## config.mk

```make
export PLATFORM = sky130hd
export DESIGN_NAME = proleptic_gregorian_day_date_convert_top_flat
export DESIGN_NICKNAME = d
export VERILOG_FILES = /design/src/hw/rtl/pgdc_pkg.sv /design/src/hw/rtl/pgdc_if.sv /design/src/hw/rtl/pgdc_step_unit.sv /design/src/hw/rtl/proleptic_gregorian_day_date_convert_top.sv /design/src/flat_wrapper.sv
export SDC_FILE = /design/constraint.sdc
export NUM_CORES = 1
export LEC_CHECK = 0
export BUFFER_PORTS_ARGS = -buffer_cell sky130_fd_sc_hd__buf_2
export CAP_MARGIN = 40
export CORE_MARGIN = 8
export CORE_UTILIZATION = 50
export CTS_CLUSTER_DIAMETER = 60
export DETAILED_ROUTE_END_ITERATION = 10
export PLACE_DENSITY = 0.7
export SYNTH_ARGS = -nofsm -noshare
export SYNTH_HDL_FRONTEND = slang
export SYNTH_SLANG_ARGS = --single-unit
```

## constraint.sdc

```tcl
create_clock -name clk_i -period 4.9 [get_ports clk_i]
set_input_delay 0.245 -clock clk_i [delete_from_list [all_inputs] [get_ports clk_i]]
set_output_delay 0.245 -clock clk_i [all_outputs]
set_load 0.01 [all_outputs]
```

## src/hw/rtl/pgdc_pkg.sv

```systemverilog
// Package for the proleptic Gregorian day/date converter.
// Holds field widths, calendar constants, the month length table and the
// operand/result structs of the shared step unit. Depends on nothing.
package pgdc_pkg;

  localparam int unsigned CountW  = 22;
  localparam int unsigned YearW   = 14;
  localparam int unsigned MonthW  = 4;
  localparam int unsigned DayInW  = 8;
  localparam int unsigned DayOutW = 5;
  localparam int unsigned AccW    = 23;
  localparam int unsigned LenW    = 18;

  // Operation codes.
  localparam logic OpSplit = 1'b0;
  localparam logic OpBuild = 1'b1;

  localparam logic [CountW-1:0] CountMax = {CountW{1'b1}};

  // Group lengths in days and in years.
  localparam logic [LenW-1:0] CycleDays     = 18'd146097;
  localparam logic [LenW-1:0] CenturyLong   = 18'd36525;
  localparam logic [LenW-1:0] CenturyShort  = 18'd36524;
  localparam logic [LenW-1:0] QuadLong      = 18'd1461;
  localparam logic [LenW-1:0] QuadShort     = 18'd1460;
  localparam logic [LenW-1:0] YearLong      = 18'd366;
  localparam logic [LenW-1:0] YearShort     = 18'd365;
  localparam logic [LenW-1:0] CycleYears    = 18'd400;
  localparam logic [LenW-1:0] CenturyYears  = 18'd100;
  localparam logic [LenW-1:0] QuadYears     = 18'd4;
  localparam logic [LenW-1:0] OneYear       = 18'd1;

  localparam logic [MonthW-1:0] LastMonth = 4'd11;
  localparam logic [MonthW-1:0] Months    = 4'd12;

  localparam logic [DayOutW-1:0] MonthLen [12] = '{
    5'd31, 5'd28, 5'd31, 5'd30, 5'd31, 5'd30,
    5'd31, 5'd31, 5'd30, 5'd31, 5'd30, 5'd31
  };

  // Length of zero-based month m; February gains a day in a leap year.
  function automatic logic [DayOutW-1:0] mon_len(logic [MonthW-1:0] m, logic lp);
    logic [DayOutW-1:0] n;
    n = (m < Months) ? MonthLen[m] : 5'd31;
    if (m == 4'd1 && lp) begin
      n = n + 5'd1;
    end
    return n;
  endfunction

  typedef struct packed {
    logic [CountW-1:0] a;
    logic [LenW-1:0]   b;
    logic [AccW-1:0]   c;
    logic [LenW-1:0]   d;
  } step_op_t;

  typedef struct packed {
    logic              ge;
    logic [CountW-1:0] diff;
    logic [AccW-1:0]   sum;
  } step_res_t;

endpackage

```

## src/hw/rtl/pgdc_if.sv

```systemverilog
// Valid/ready channel interfaces for the converter's request and response.
// Depends on nothing; widths follow the fields of the converter package.
interface pgdc_req_if;
  logic        valid;
  logic        ready;
  logic        operation;
  logic [21:0] day_count;
  logic [13:0] year_in;
  logic [3:0]  month_in;
  logic [7:0]  day_in;

  modport source (output valid, operation, day_count, year_in, month_in, day_in,
                  input ready);
  modport sink   (input valid, operation, day_count, year_in, month_in, day_in,
                  output ready);
endinterface

interface pgdc_rsp_if;
  logic        valid;
  logic        ready;
  logic [21:0] day_count_out;
  logic [13:0] year_out;
  logic [3:0]  month_out;
  logic [4:0]  day_out;
  logic        bad_input;

  modport source (output valid, day_count_out, year_out, month_out, day_out, bad_input,
                  input ready);
  modport sink   (input valid, day_count_out, year_out, month_out, day_out, bad_input,
                  output ready);
endinterface

```

## src/hw/rtl/pgdc_step_unit.sv

```systemverilog
// Shared arithmetic unit of the converter: one compare-and-subtract and one add.
// Depends on pgdc_pkg for the operand and result structs.
module pgdc_step_unit (
  input  pgdc_pkg::step_op_t  op_i,
  output pgdc_pkg::step_res_t res_o
);

  logic [pgdc_pkg::CountW-1:0] b_ext;
  logic [pgdc_pkg::AccW-1:0]   d_ext;

  assign b_ext = {{(pgdc_pkg::CountW - pgdc_pkg::LenW){1'b0}}, op_i.b};
  assign d_ext = {{(pgdc_pkg::AccW - pgdc_pkg::LenW){1'b0}}, op_i.d};

  assign res_o.ge   = (op_i.a >= b_ext);
  assign res_o.diff = op_i.a - b_ext;
  assign res_o.sum  = op_i.c + d_ext;

endmodule

```

## src/hw/rtl/proleptic_gregorian_day_date_convert_top.sv

```systemverilog
// Proleptic Gregorian day count <-> date converter, top level.
// A split walks the day count through 400-year cycles, centuries, 4-year groups,
// years and months; a build takes the same walk over the year, then adds the
// day. A build with a bad month goes from the transfer straight to the final
// state. One request at a time, set by the single shared subtract/add unit.
// Reset clears all state.
module proleptic_gregorian_day_date_convert_top #(
  parameter int unsigned MAX_YEAR = 9999
) (
  input  logic     clk_i,
  input  logic     rst_ni,
  pgdc_req_if.sink   req_i,
  pgdc_rsp_if.source rsp_o
);

  typedef enum logic [2:0] {
    StIdle, StCycle, StCent, StQuad, StYear, StMon, StAdd, StFin
  } state_e;

  localparam logic [16:0] MaxYearW = 17'(MAX_YEAR);

  state_e                      state_q;
  logic                        op_q;
  logic                        bad_q;
  logic [pgdc_pkg::CountW-1:0] a_q;
  logic [pgdc_pkg::AccW-1:0]   c_q;
  logic [pgdc_pkg::CountW-1:0] echo_q;
  logic [pgdc_pkg::MonthW-1:0] month_q;
  logic [pgdc_pkg::MonthW-1:0] mon_q;
  logic [pgdc_pkg::DayInW-1:0] day_q;
  logic                        cent_nz_q;
  logic                        first_quad_q;
  logic [1:0]                  yiq_q;

  logic                         ov_q;
  logic [pgdc_pkg::CountW-1:0]  out_count_q;
  logic [pgdc_pkg::YearW-1:0]   out_year_q;
  logic [pgdc_pkg::MonthW-1:0]  out_month_q;
  logic [pgdc_pkg::DayOutW-1:0] out_day_q;
  logic                         out_bad_q;

  pgdc_pkg::step_op_t  unit_op;
  pgdc_pkg::step_res_t unit_res;

  logic                        leap_now;
  logic [pgdc_pkg::LenW-1:0]   len;
  logic [pgdc_pkg::LenW-1:0]   step;
  logic                        req_bad;
  logic [pgdc_pkg::YearW-1:0]  year_clamped;
  logic                        out_free;
  logic                        mon_go;
  logic [pgdc_pkg::AccW-1:0]   dec;
  logic [pgdc_pkg::CountW-1:0] total;

  // A year is leap when it opens a 4-year group, unless that group opens a
  // century other than the first of the 400-year cycle.
  assign leap_now = (yiq_q == 2'd0) && !(first_quad_q && cent_nz_q);

  assign req_bad = (req_i.month_in == 4'd0) || (req_i.month_in > pgdc_pkg::Months);
  assign year_clamped = ({3'd0, req_i.year_in} > MaxYearW) ? MaxYearW[13:0] : req_i.year_in;

  assign out_free = !ov_q || rsp_o.ready;

  always_comb begin
    len  = '0;
    step = '0;
    case (state_q)
      StCycle: begin
        len  = pgdc_pkg::CycleDays;
        step = pgdc_pkg::CycleYears;
      end
      StCent: begin
        len  = cent_nz_q ? pgdc_pkg::CenturyShort : pgdc_pkg::CenturyLong;
        step = pgdc_pkg::CenturyYears;
      end
      StQuad: begin
        len  = (first_quad_q && cent_nz_q) ? pgdc_pkg::QuadShort : pgdc_pkg::QuadLong;
        step = pgdc_pkg::QuadYears;
      end
      StYear: begin
        len  = leap_now ? pgdc_pkg::YearLong : pgdc_pkg::YearShort;
        step = pgdc_pkg::OneYear;
      end
      StMon:   len = {13'd0, pgdc_pkg::mon_len(mon_q, leap_now)};
      StAdd:   len = {10'd0, day_q};
      default: len = '0;
    endcase
  end

  // Splitting subtracts days and counts years; building subtracts years and
  // counts days.
  always_comb begin
    unit_op.a = a_q;
    unit_op.c = c_q;
    if (op_q == pgdc_pkg::OpSplit) begin
      unit_op.b = len;
      unit_op.d = step;
    end else begin
      unit_op.b = step;
      unit_op.d = len;
    end
  end

  pgdc_step_unit u_step (
    .op_i  (unit_op),
    .res_o (unit_res)
  );

  always_comb begin
    if (op_q == pgdc_pkg::OpSplit) begin
      mon_go = (mon_q != pgdc_pkg::LastMonth) && unit_res.ge;
    end else begin
      mon_go = ((mon_q + 4'd1) < month_q);
    end
  end

  assign dec   = c_q - 23'd1;
  assign total = (c_q == '0) ? '0 :
                 (dec > {1'b0, pgdc_pkg::CountMax}) ? pgdc_pkg::CountMax : dec[21:0];

  always_ff @(posedge clk_i or negedge rst_ni) begin
    if (!rst_ni) begin
      state_q      <= StIdle;
      op_q         <= pgdc_pkg::OpSplit;
      bad_q        <= 1'b0;
      a_q          <= '0;
      c_q          <= '0;
      echo_q       <= '0;
      month_q      <= '0;
      mon_q        <= '0;
      day_q        <= '0;
      cent_nz_q    <= 1'b0;
      first_quad_q <= 1'b1;
      yiq_q        <= '0;
      ov_q         <= 1'b0;
      out_count_q  <= '0;
      out_year_q   <= '0;
      out_month_q  <= '0;
      out_day_q    <= '0;
      out_bad_q    <= 1'b0;
    end else begin
      // The final state loads the next result itself when the output frees up.
      if (ov_q && rsp_o.ready && (state_q != StFin)) begin
        ov_q <= 1'b0;
      end
      unique case (state_q)
        StIdle: begin
          if (req_i.valid) begin
            op_q         <= req_i.operation;
            echo_q       <= req_i.day_count;
            month_q      <= req_i.month_in;
            day_q        <= req_i.day_in;
            mon_q        <= '0;
            c_q          <= '0;
            cent_nz_q    <= 1'b0;
            first_quad_q <= 1'b1;
            yiq_q        <= '0;
            if (req_i.operation == pgdc_pkg::OpSplit) begin
              a_q     <= req_i.day_count;
              bad_q   <= 1'b0;
              state_q <= StCycle;
            end else begin
              a_q     <= {8'd0, year_clamped};
              bad_q   <= req_bad;
              state_q <= req_bad ? StFin : StCycle;
            end
          end
        end
        StCycle: begin
          if (unit_res.ge) begin
            a_q <= unit_res.diff;
            c_q <= unit_res.sum;
          end else begin
            state_q <= StCent;
          end
        end
        StCent: begin
          if (unit_res.ge) begin
            a_q       <= unit_res.diff;
            c_q       <= unit_res.sum;
            cent_nz_q <= 1'b1;
          end else begin
            state_q <= StQuad;
          end
        end
        StQuad: begin
          if (unit_res.ge) begin
            a_q          <= unit_res.diff;
            c_q          <= unit_res.sum;
            first_quad_q <= 1'b0;
          end else begin
            state_q <= StYear;
          end
        end
        StYear: begin
          if (unit_res.ge) begin
            a_q   <= unit_res.diff;
            c_q   <= unit_res.sum;
            yiq_q <= yiq_q + 2'd1;
          end else begin
            state_q <= StMon;
          end
        end
        StMon: begin
          if (mon_go) begin
            mon_q <= mon_q + 4'd1;
            if (op_q == pgdc_pkg::OpSplit) begin
              a_q <= unit_res.diff;
            end else begin
              c_q <= unit_res.sum;
            end
          end else begin
            state_q <= (op_q == pgdc_pkg::OpSplit) ? StFin : StAdd;
          end
        end
        StAdd: begin
          c_q     <= unit_res.sum;
          state_q <= StFin;
        end
        StFin: begin
          if (out_free) begin
            ov_q    <= 1'b1;
            state_q <= StIdle;
            if (op_q == pgdc_pkg::OpSplit) begin
              out_count_q <= echo_q;
              out_year_q  <= c_q[13:0];
              out_month_q <= mon_q + 4'd1;
              out_day_q   <= a_q[4:0] + 5'd1;
              out_bad_q   <= 1'b0;
            end else begin
              out_count_q <= bad_q ? '0 : total;
              out_year_q  <= '0;
              out_month_q <= '0;
              out_day_q   <= '0;
              out_bad_q   <= bad_q;
            end
          end
        end
        default: state_q <= StIdle;
      endcase
    end
  end

  assign req_i.ready         = (state_q == StIdle);
  assign rsp_o.valid         = ov_q;
  assign rsp_o.day_count_out = out_count_q;
  assign rsp_o.year_out      = out_year_q;
  assign rsp_o.month_out     = out_month_q;
  assign rsp_o.day_out       = out_day_q;
  assign rsp_o.bad_input     = out_bad_q;

  // Four years in a 4-year group can never all fit under the remainder.
  a_year_in_quad : assert property (@(posedge clk_i) disable iff (!rst_ni)
    (state_q == StYear && unit_res.ge) |-> (yiq_q != 2'd3))
    else $error("year walk ran past a 4-year group");

  // After the month walk the split remainder is a day within the month.
  a_day_fits : assert property (@(posedge clk_i) disable iff (!rst_ni)
    (state_q == StFin && op_q == pgdc_pkg::OpSplit) |-> (a_q < 22'd31))
    else $error("split remainder does not fit a month");

  // A build with a bad month skips the walk entirely.
  a_bad_skip : assert property (@(posedge clk_i) disable iff (!rst_ni)
    (req_i.valid && req_i.ready && req_i.operation == pgdc_pkg::OpBuild && req_bad)
    |=> (state_q == StFin && bad_q))
    else $error("bad month did not go straight to the result");

  // The split month counter never passes December.
  a_month_range : assert property (@(posedge clk_i) disable iff (!rst_ni)
    (state_q == StMon && op_q == pgdc_pkg::OpSplit) |-> (mon_q <= pgdc_pkg::LastMonth))
    else $error("split month counter out of range");

endmodule

```

## src/flat_wrapper.sv

```systemverilog
// flat-port wrapper written by rule: the top's interface ports become plain ports
module proleptic_gregorian_day_date_convert_top_flat 
#(
  parameter int unsigned MAX_YEAR = 9999
)
  (clk_i, rst_ni, req_i_valid, req_i_operation, req_i_day_count, req_i_year_in, req_i_month_in, req_i_day_in, req_i_ready, rsp_o_valid, rsp_o_day_count_out, rsp_o_year_out, rsp_o_month_out, rsp_o_day_out, rsp_o_bad_input, rsp_o_ready);
  pgdc_req_if req_i_i ();
  pgdc_rsp_if rsp_o_i ();
  input  logic clk_i;
  input  logic rst_ni;
  input wire logic [$bits(req_i_i.valid)-1:0] req_i_valid;
  input wire logic [$bits(req_i_i.operation)-1:0] req_i_operation;
  input wire logic [$bits(req_i_i.day_count)-1:0] req_i_day_count;
  input wire logic [$bits(req_i_i.year_in)-1:0] req_i_year_in;
  input wire logic [$bits(req_i_i.month_in)-1:0] req_i_month_in;
  input wire logic [$bits(req_i_i.day_in)-1:0] req_i_day_in;
  output wire logic [$bits(req_i_i.ready)-1:0] req_i_ready;
  output wire logic [$bits(rsp_o_i.valid)-1:0] rsp_o_valid;
  output wire logic [$bits(rsp_o_i.day_count_out)-1:0] rsp_o_day_count_out;
  output wire logic [$bits(rsp_o_i.year_out)-1:0] rsp_o_year_out;
  output wire logic [$bits(rsp_o_i.month_out)-1:0] rsp_o_month_out;
  output wire logic [$bits(rsp_o_i.day_out)-1:0] rsp_o_day_out;
  output wire logic [$bits(rsp_o_i.bad_input)-1:0] rsp_o_bad_input;
  input wire logic [$bits(rsp_o_i.ready)-1:0] rsp_o_ready;
  assign req_i_i.valid = req_i_valid;
  assign req_i_i.operation = req_i_operation;
  assign req_i_i.day_count = req_i_day_count;
  assign req_i_i.year_in = req_i_year_in;
  assign req_i_i.month_in = req_i_month_in;
  assign req_i_i.day_in = req_i_day_in;
  assign req_i_ready = req_i_i.ready;
  assign rsp_o_valid = rsp_o_i.valid;
  assign rsp_o_day_count_out = rsp_o_i.day_count_out;
  assign rsp_o_year_out = rsp_o_i.year_out;
  assign rsp_o_month_out = rsp_o_i.month_out;
  assign rsp_o_day_out = rsp_o_i.day_out;
  assign rsp_o_bad_input = rsp_o_i.bad_input;
  assign rsp_o_i.ready = rsp_o_ready;
  proleptic_gregorian_day_date_convert_top #(.MAX_YEAR(MAX_YEAR)) u_core (.clk_i(clk_i), .rst_ni(rst_ni), .req_i(req_i_i), .rsp_o(rsp_o_i));
endmodule
```

==> results of run 1 <==
==> cells by family (layout without fill, tap and decap cells) <==
kind of cell	Yosys count	in the layout	share of synthesized area (%)
flip-flops	139	139	39.1
buffers and inverters	85	187	3.64
AO/OA/AOI/OAI	300	300	22.3
adder cells (fa/ha/maj)	45	45	6.50
AND/OR/NAND/NOR	441	441	22.4
XOR/XNOR	45	45	4.43
multiplexers	13	13	1.56
==> worst max-delay path, cell delays in order, from the launching register on <==
cell and delay (ns):
dfrtp_1 0.52, ha_1 0.24, nand2_1 0.06, o22a_1 0.22, ha_1 0.19, a41oi_1 0.37
nor2_1 0.14, nor2_1 0.11, nor2_1 0.05, ha_1 0.38, nand4_1 0.13, or4_1 0.55
o21a_1 0.23, a32o_1 0.23, o22a_2 0.32, buf_4 0.24, a2111oi_0 0.39, a21o_1 0.13
==> repair_timing <==
| action | in CTS | in global routing |
|---|---|---|
| buffers inserted | 0 | 0 |
| hold buffers | 3 | 0 |
| endpoints found under the hold margin | 51 | 0 |
==> worst paths after layout <==
check	endpoint	startpoint	slack (ns)	cells past startpoint
worst max register to register	u_core.c_q[4]	u_core.mon_q[0]	0.36	17
min in group asynchronous	u_core.rsp_o.day_count_out[9]	rst_ni	0.34	2
worst min-delay path	u_core.day_q[4]	req_i_day_in[4]	0.01	3
worst max-delay path	u_core.c_q[4]	u_core.mon_q[0]	0.36	17
max in group asynchronous	u_core.rsp_o.year_out[8]	rst_ni	3.67	3
worst min register to register	u_core.echo_q[2]	u_core.echo_q[2]	0.47	2
==> layout make-up <==
cell class / count / area [um^2]
clock buffer: 19 / 443
clock inverter: 13 / 165
tap: 225 / 282
multi-input combinational: 844 / 5100
sequential: 139 / 3480
inverter: 30 / 113
timing repair buffer: 125 / 764
fill: 1585 / 7010
==> sequential cells by signal, indices dropped and copies added, names as in the netlist, 2 cells and up <==
signal / cells
u_core.a_q: 22
u_core.c_q: 23
u_core.day_q: 8
u_core.echo_q: 22
u_core.mon_q: 4
u_core.month_q: 4
u_core.rsp_o.day_count_out: 22
u_core.rsp_o.day_out: 5
u_core.rsp_o.month_out: 4
u_core.rsp_o.year_out: 14
u_core.state_q: 3
u_core.yiq_q: 2
==> Yosys cell counts (3+ instances only) <==
cell and number:
a22oi_1 3, a221oi_1 3, xnor2_1 29, o22ai_1 3, buf_2 4, nor4_1 5
nand3_1 14, a211o_1 3, nor2_1 63, a22o_1 4, o21a_1 11, mux2_2 7
o211ai_1 6, o221ai_1 9, a21o_1 7, or3_1 15, o22a_1 3, nor3_1 17
buf_1 4, nor3b_1 3, o31ai_1 26, o21ai_0 85, or2_2 4, ha_1 43
a221o_1 15, o21bai_1 6, clkbuf_1 47, a31oi_1 24, xor2_1 16, nor2b_1 21
dfrtp_1 138, o211a_1 4, a31o_2 3, mux2i_1 6, nand2b_1 5, and3_1 25
o41ai_1 5, inv_1 28, and2_1 7, nand3b_1 4, nand4_1 6, a21oi_1 54
a211oi_1 7, nand2_1 245
==> through the flow <==
stage	instances	worst slack [ns]
3_3_place_gp	1356	0.569
4_1_cts	1395	0.418
2_1_floorplan	1068	0.801
5_1_grt	1395	0.102
3_5_place_dp	1360	0.450
6_report	1395	0.361
==> layer usage <==
layer  global-route usage, %  vias to the layer above
li1                        -                     4002
met1                    33.9                     3998
met2                    38.3                      309
met3                    5.25                       42
met4                    7.82                        0
met5                       0                        -
==> report_power, final <==
group          switching, mW  internal (mW)
Sequential             0.501           1.68
Clock                  0.527          0.817
Combinational           2.86           2.04
Total                   3.89           4.54
==> results.md, run 1 <==
* Period utilisation layout at between 90% and 100%
* Final Util at 59.6%
* Vias in the first global route at 8042
* Post-CTS sizing at 0
* Starting Density at 51.2%
* Final setup violation count at 0
* Dpl hpwl at 20.5 mm
* Final Hold Vio Count at 0
* Post-synth top flop: dfrtp_1
* Core area at 17400 um^2
* Critical path data arrival time at 4.90 ns
* Worst Setup Start Kind: flip-flop
* Fin crit period at 4.54 ns
* Post-layout nets at ~1300
* Status: finished clean
* Initial antenna violation count at 0
* Worst-Margin Slew at approximately 0.95 ns
* Port Buffers at 100
* Most common cell after layout, fill and taps aside: nand2_1
* Detailed-route via count at 8351
* Die Ht at 149 um
* Final Power at around 8.4 mW
* Total track usage at 24.7%
* Share of the synthesized area in the top cell type at between 30% and 40%
* Area contributors post-synth: dfrtp_1 (39%), nand2_1 (10%), ha_1 (6.1%), o21ai_0 (4.8%), a21oi_1 (3.0%)
* RSZ-0062 raised after global routing: false
* Min-Delay Path Class: primary input to flip-flop
* DR pass1 iterations at 5
* Final Skew at roughly 0.0063 ns
* Max_cap viols at 0
* Wire length on met3 at 1.74 mm
* LEAKAGE at ~4.9 nW
* Num CTS Buffers at 17
* Synthesized flop and latch total at 139
* Root Buffer: clkbuf_16
* Worst slew margin at 36.7%
* Synth Warn # at 0
* Clk Latency, worst-skew pair at 0.42 ns
* Most frequent cells in the layout: nand2_1 (245), dfrtp_1 (138), buf_2 (99)
* Clock Path Buffers at 2
* Worst VDD drop at 0.358 mV
* Vias/cell at 5.99
* Initial detailed-routing violation count at between 700 and 800
* Boundary Pins at slightly above 100
* Total Wirelength at 27.1 mm
* Sink Count at 139
* Grt total ovfl at 0
* Met2 WL at 12.3 mm
* Hold slack at 0.0141 ns
* CTS clk-pin slew, worst paths at 0.06 ns
* Post-synth EDFFs at 0
* Post-route design area at 10400 um^2
* Netlist cell types at 67
* H-tree depth at 4
* Clock tree from TritonCTS: done
* Number of core rows at 48
* CP Class: flip-flop to flip-flop
* Largest area contributor in the netlist: dfrtp_1
* Critical Path End Type: flip-flop
* DRC Markers at 0
* Crit path max fanout at 18
* Synthesized area at 8890 um^2
* Ys async rst share at 100%
* Syn_nets at 1166
* Metal-1 WL at 12.5 mm
* First-pass GRT wire length at 43.6 mm
* Routability cong. at ~0.93
* PD cells at around 800 nW/um^2
* Width of the chip at 149 um
* Area Overhead vs Synth at 16.4%
* Fin. max-slew vios at 0
* # diodes at 0
* Max Used Layer: met4
* Area after DPL at 9710 um^2
* DIE AREA at approximately 22000 um^2
* Register area share after synthesis at 39.1%
* Routed WL per cell at 19.5 um
* Maximum clock rate at 220 MHz
* Worst Path Required at 5.26 ns
* Fraction of layout cells with a size suffix above 1 at 15.1%
* Post-route ant nets at 0
* Synthesized instance count at 1068
* Setup TNS at 0 ns
* Largest net degree at the start of global routing at just under 70
* Syn Area/Cell at 8.33 um^2
Power figures use the tool's default switching activity.
==> run 2: changes to the inputs <==
- CTS_BUF_LIST: not set -> sky130_fd_sc_hd__clkbuf_8
==> results.md, run 2 (synthesis gave the netlist of run 1 again) <==
* Max_cap viols at 0 (unchanged)
* DIE AREA at 22300 um^2 (unchanged)
* R2R Path Start: u_core.mon_q[0]
* Most frequent cells in the layout: nand2_1 (245), dfrtp_1 (138), buf_2 (99)
* Fillers at 1623 (+2.4%)
* Hold_sp: req_i_day_count[12]
* Switch share at 47.5% (+1.4 points)
* Boundary Pins at 101 (unchanged)
* First-pass GRT wire length at 43.4 mm (-0.47%)
* Vias/cell at 5.97 (-0.24%)
* Period utilisation layout at 92.9% (+0.22 points)
* H-tree depth at 4 (unchanged)
* Post-route design area at 10200 um^2 (-0.98%)
* Final setup violation count at 0 (unchanged)
* Initial detailed-routing violation count at 750 (-2.5%)
* Grt total ovfl at 0 (unchanged)
* Reg2reg end: u_core.c_q[4]
* Sink Count at 139 (unchanged)
* End of the worst hold path: u_core.echo_q[12]
* Total Wirelength at 27.0 mm (-0.40%)
* Crit path max fanout at 18 (unchanged)
* DR pass1 iterations at 8 (+3)
* Worst r2r path cells at 17 (unchanged)
* Fin crit period at 4.55 ns (+0.0110 ns)
* Worst slew margin at 37.5% (+0.74 points)
* Final Power at 8.07 mW (-4.2%)
* Width of the chip at 149 um (unchanged)
* Port Buffers at 100 (unchanged)
* FF-to-FF setup slack at 0.35 ns (about the same)
* Root Buffer: clkbuf_8
* Starting Density at 51.2% (unchanged)
* Status: finished clean
* Number of core rows at 48 (unchanged)
* Switch Pwr at 3.84 mW (-1.4%)
* Hold slack at 0.00646 ns (-0.00762 ns)
* Critical Path End Type: flip-flop
* Worst VDD drop at 0.346 mV (-3.3%)
* Biggest register: u_core.c_q
* Min-Delay Path Class: primary input to flip-flop
* Fraction of layout cells with a size suffix above 1 at 15.0% (-0.12 points)
* Num CTS Buffers at 17 (unchanged)
* Routability cong. at 0.930 (unchanged)
* Fin. max-slew vios at 0 (unchanged)
* Final Hold Vio Count at 0 (unchanged)
* Total track usage at 24.6% (-0.11 points)
* Final Skew at 0.00938 ns (+0.00311 ns)
* Worst Path Required at 5.30 ns (+0.04 ns)
* Post-layout nets at 1264 (+0.72%)
* Hold_buf cts at 11 (+8)
* Area after DPL at 9710 um^2 (unchanged)
* Clk Latency, worst-skew pair at 0.46 ns (+0.04 ns)
* LEAKAGE at 4.84 nW (-0.93%)
* Worst-Margin Slew at 0.936 ns (-0.0111 ns)
* Setup bufs post-CTS at 0 (unchanged)
* Post-route ant nets at 0 (unchanged)
* RSZ-0062 raised after global routing: false
* Maximum clock rate at 220 MHz (-0.24%)
* CP Class: flip-flop to flip-flop
* WHS Path Cells at 3 (unchanged)
* Largest net degree at the start of global routing at 68 (unchanged)
* Dpl hpwl at 20.5 mm (unchanged)
* CTS clk-pin slew, worst paths at 0.09 ns (+0.03 ns)
* Critical path data arrival time at 4.95 ns (+0.05 ns)
* Pint at 4.23 mW (-6.6%)
* DRC Markers at 0 (unchanged)
* Area Overhead vs Synth at 15.3%
* Post-CTS sizing at 0 (unchanged)
* Detailed-route via count at 8385 (+0.41%)
* Clock power frac at 12.4% (-3.5 points)
* Clock tree from TritonCTS: done
* Initial antenna violation count at 0 (unchanged)
* Routed WL per cell at 19.2 um (-1.0%)
* Vias in the first global route at 8009 (-0.41%)
* PD cells at 788 nW/um^2 (-3.3%)
* # diodes at 0 (unchanged)
* Sequential power share at 26.9% (+1.0 points)
* Most common cell after layout, fill and taps aside: nand2_1
* Worst Setup Start Kind: flip-flop
* Largest register FFs at 23 (unchanged)
* Core area at 17400 um^2 (unchanged)
* Setup TNS at 0 ns (unchanged)
* Clock Path Buffers at 2 (unchanged)
* Combinational cell fraction of total power at 60.6% (+2.4 points)
* Die Ht at 149 um (unchanged)
-- run 2: worst max path at each step --
stage                                end       startpoint  slack (ns)
after global placement     u_core.c_q[4]  u_core.mon_q[0]        0.57
final                      u_core.c_q[4]  u_core.mon_q[0]        0.35
after detailed placement   u_core.c_q[4]  u_core.mon_q[0]        0.45
after global routing       u_core.c_q[4]  u_core.mon_q[0]         0.1
after floorplan           u_core.c_q[12]  u_core.mon_q[0]        0.80
after CTS                  u_core.c_q[4]  u_core.mon_q[0]        0.42
-- run 2: critical path: stages, from the launching register on --
cell and delay (ns):
dfrtp_1 0.52, ha_1 0.25, nand2_1 0.07, o22a_1 0.22
ha_1 0.19, a41oi_1 0.36, nor2_1 0.14, nor2_1 0.11
nor2_1 0.05, ha_1 0.38, nand4_1 0.13, or4_1 0.54
o21a_1 0.23, a32o_1 0.23, o22a_2 0.32, buf_4 0.24
a2111oi_0 0.40, a21o_1 0.13
-- run 2: through the flow --
step                      cells  setup slack, ns  utilization [%]
after floorplan            1068            0.801                -
after global placement     1356            0.569             55.5
after detailed placement   1360            0.450             56.0
after CTS                  1403            0.417             59.0
after global routing       1404           0.0954             59.1
final                      1404            0.350             59.1
-- run 2: metal layers --
metal  vias to the layer above  share of wire, %  GRT usage [%]
li1                       4015                 -              -
met1                      4013                46           33.9
met2                       314                45           38.0
met3                        43               6.9           5.40
met4                         0               2.4           7.42
met5                         -                 0              0
-- run 2: layout make-up --
class / instances / area (um^2) / area share, %
multi-input combinational: 844 / 5100 / 49.8
clock inverter: 14 / 169 / 1.65
tap: 225 / 282 / 2.75
clock buffer: 18 / 248 / 2.42
sequential: 139 / 3480 / 33.9
inverter: 30 / 113 / 1.10
timing repair buffer: 134 / 855 / 8.34
-- run 2: power by group through the flow --
| stage | Sequential (mW) | Combinational, mW | Clock [mW] |
|---|---|---|---|
| after floorplan | 2.06 | 3.54 | 0 |
| after global placement | 2.17 | 4.73 | 0 |
| after detailed placement | 2.18 | 4.84 | 0 |
| after CTS | 2.16 | 4.86 | 1.02 |
| after global routing | 2.24 | 5.45 | 1.07 |
| final | 2.17 | 4.90 | 1.00 |
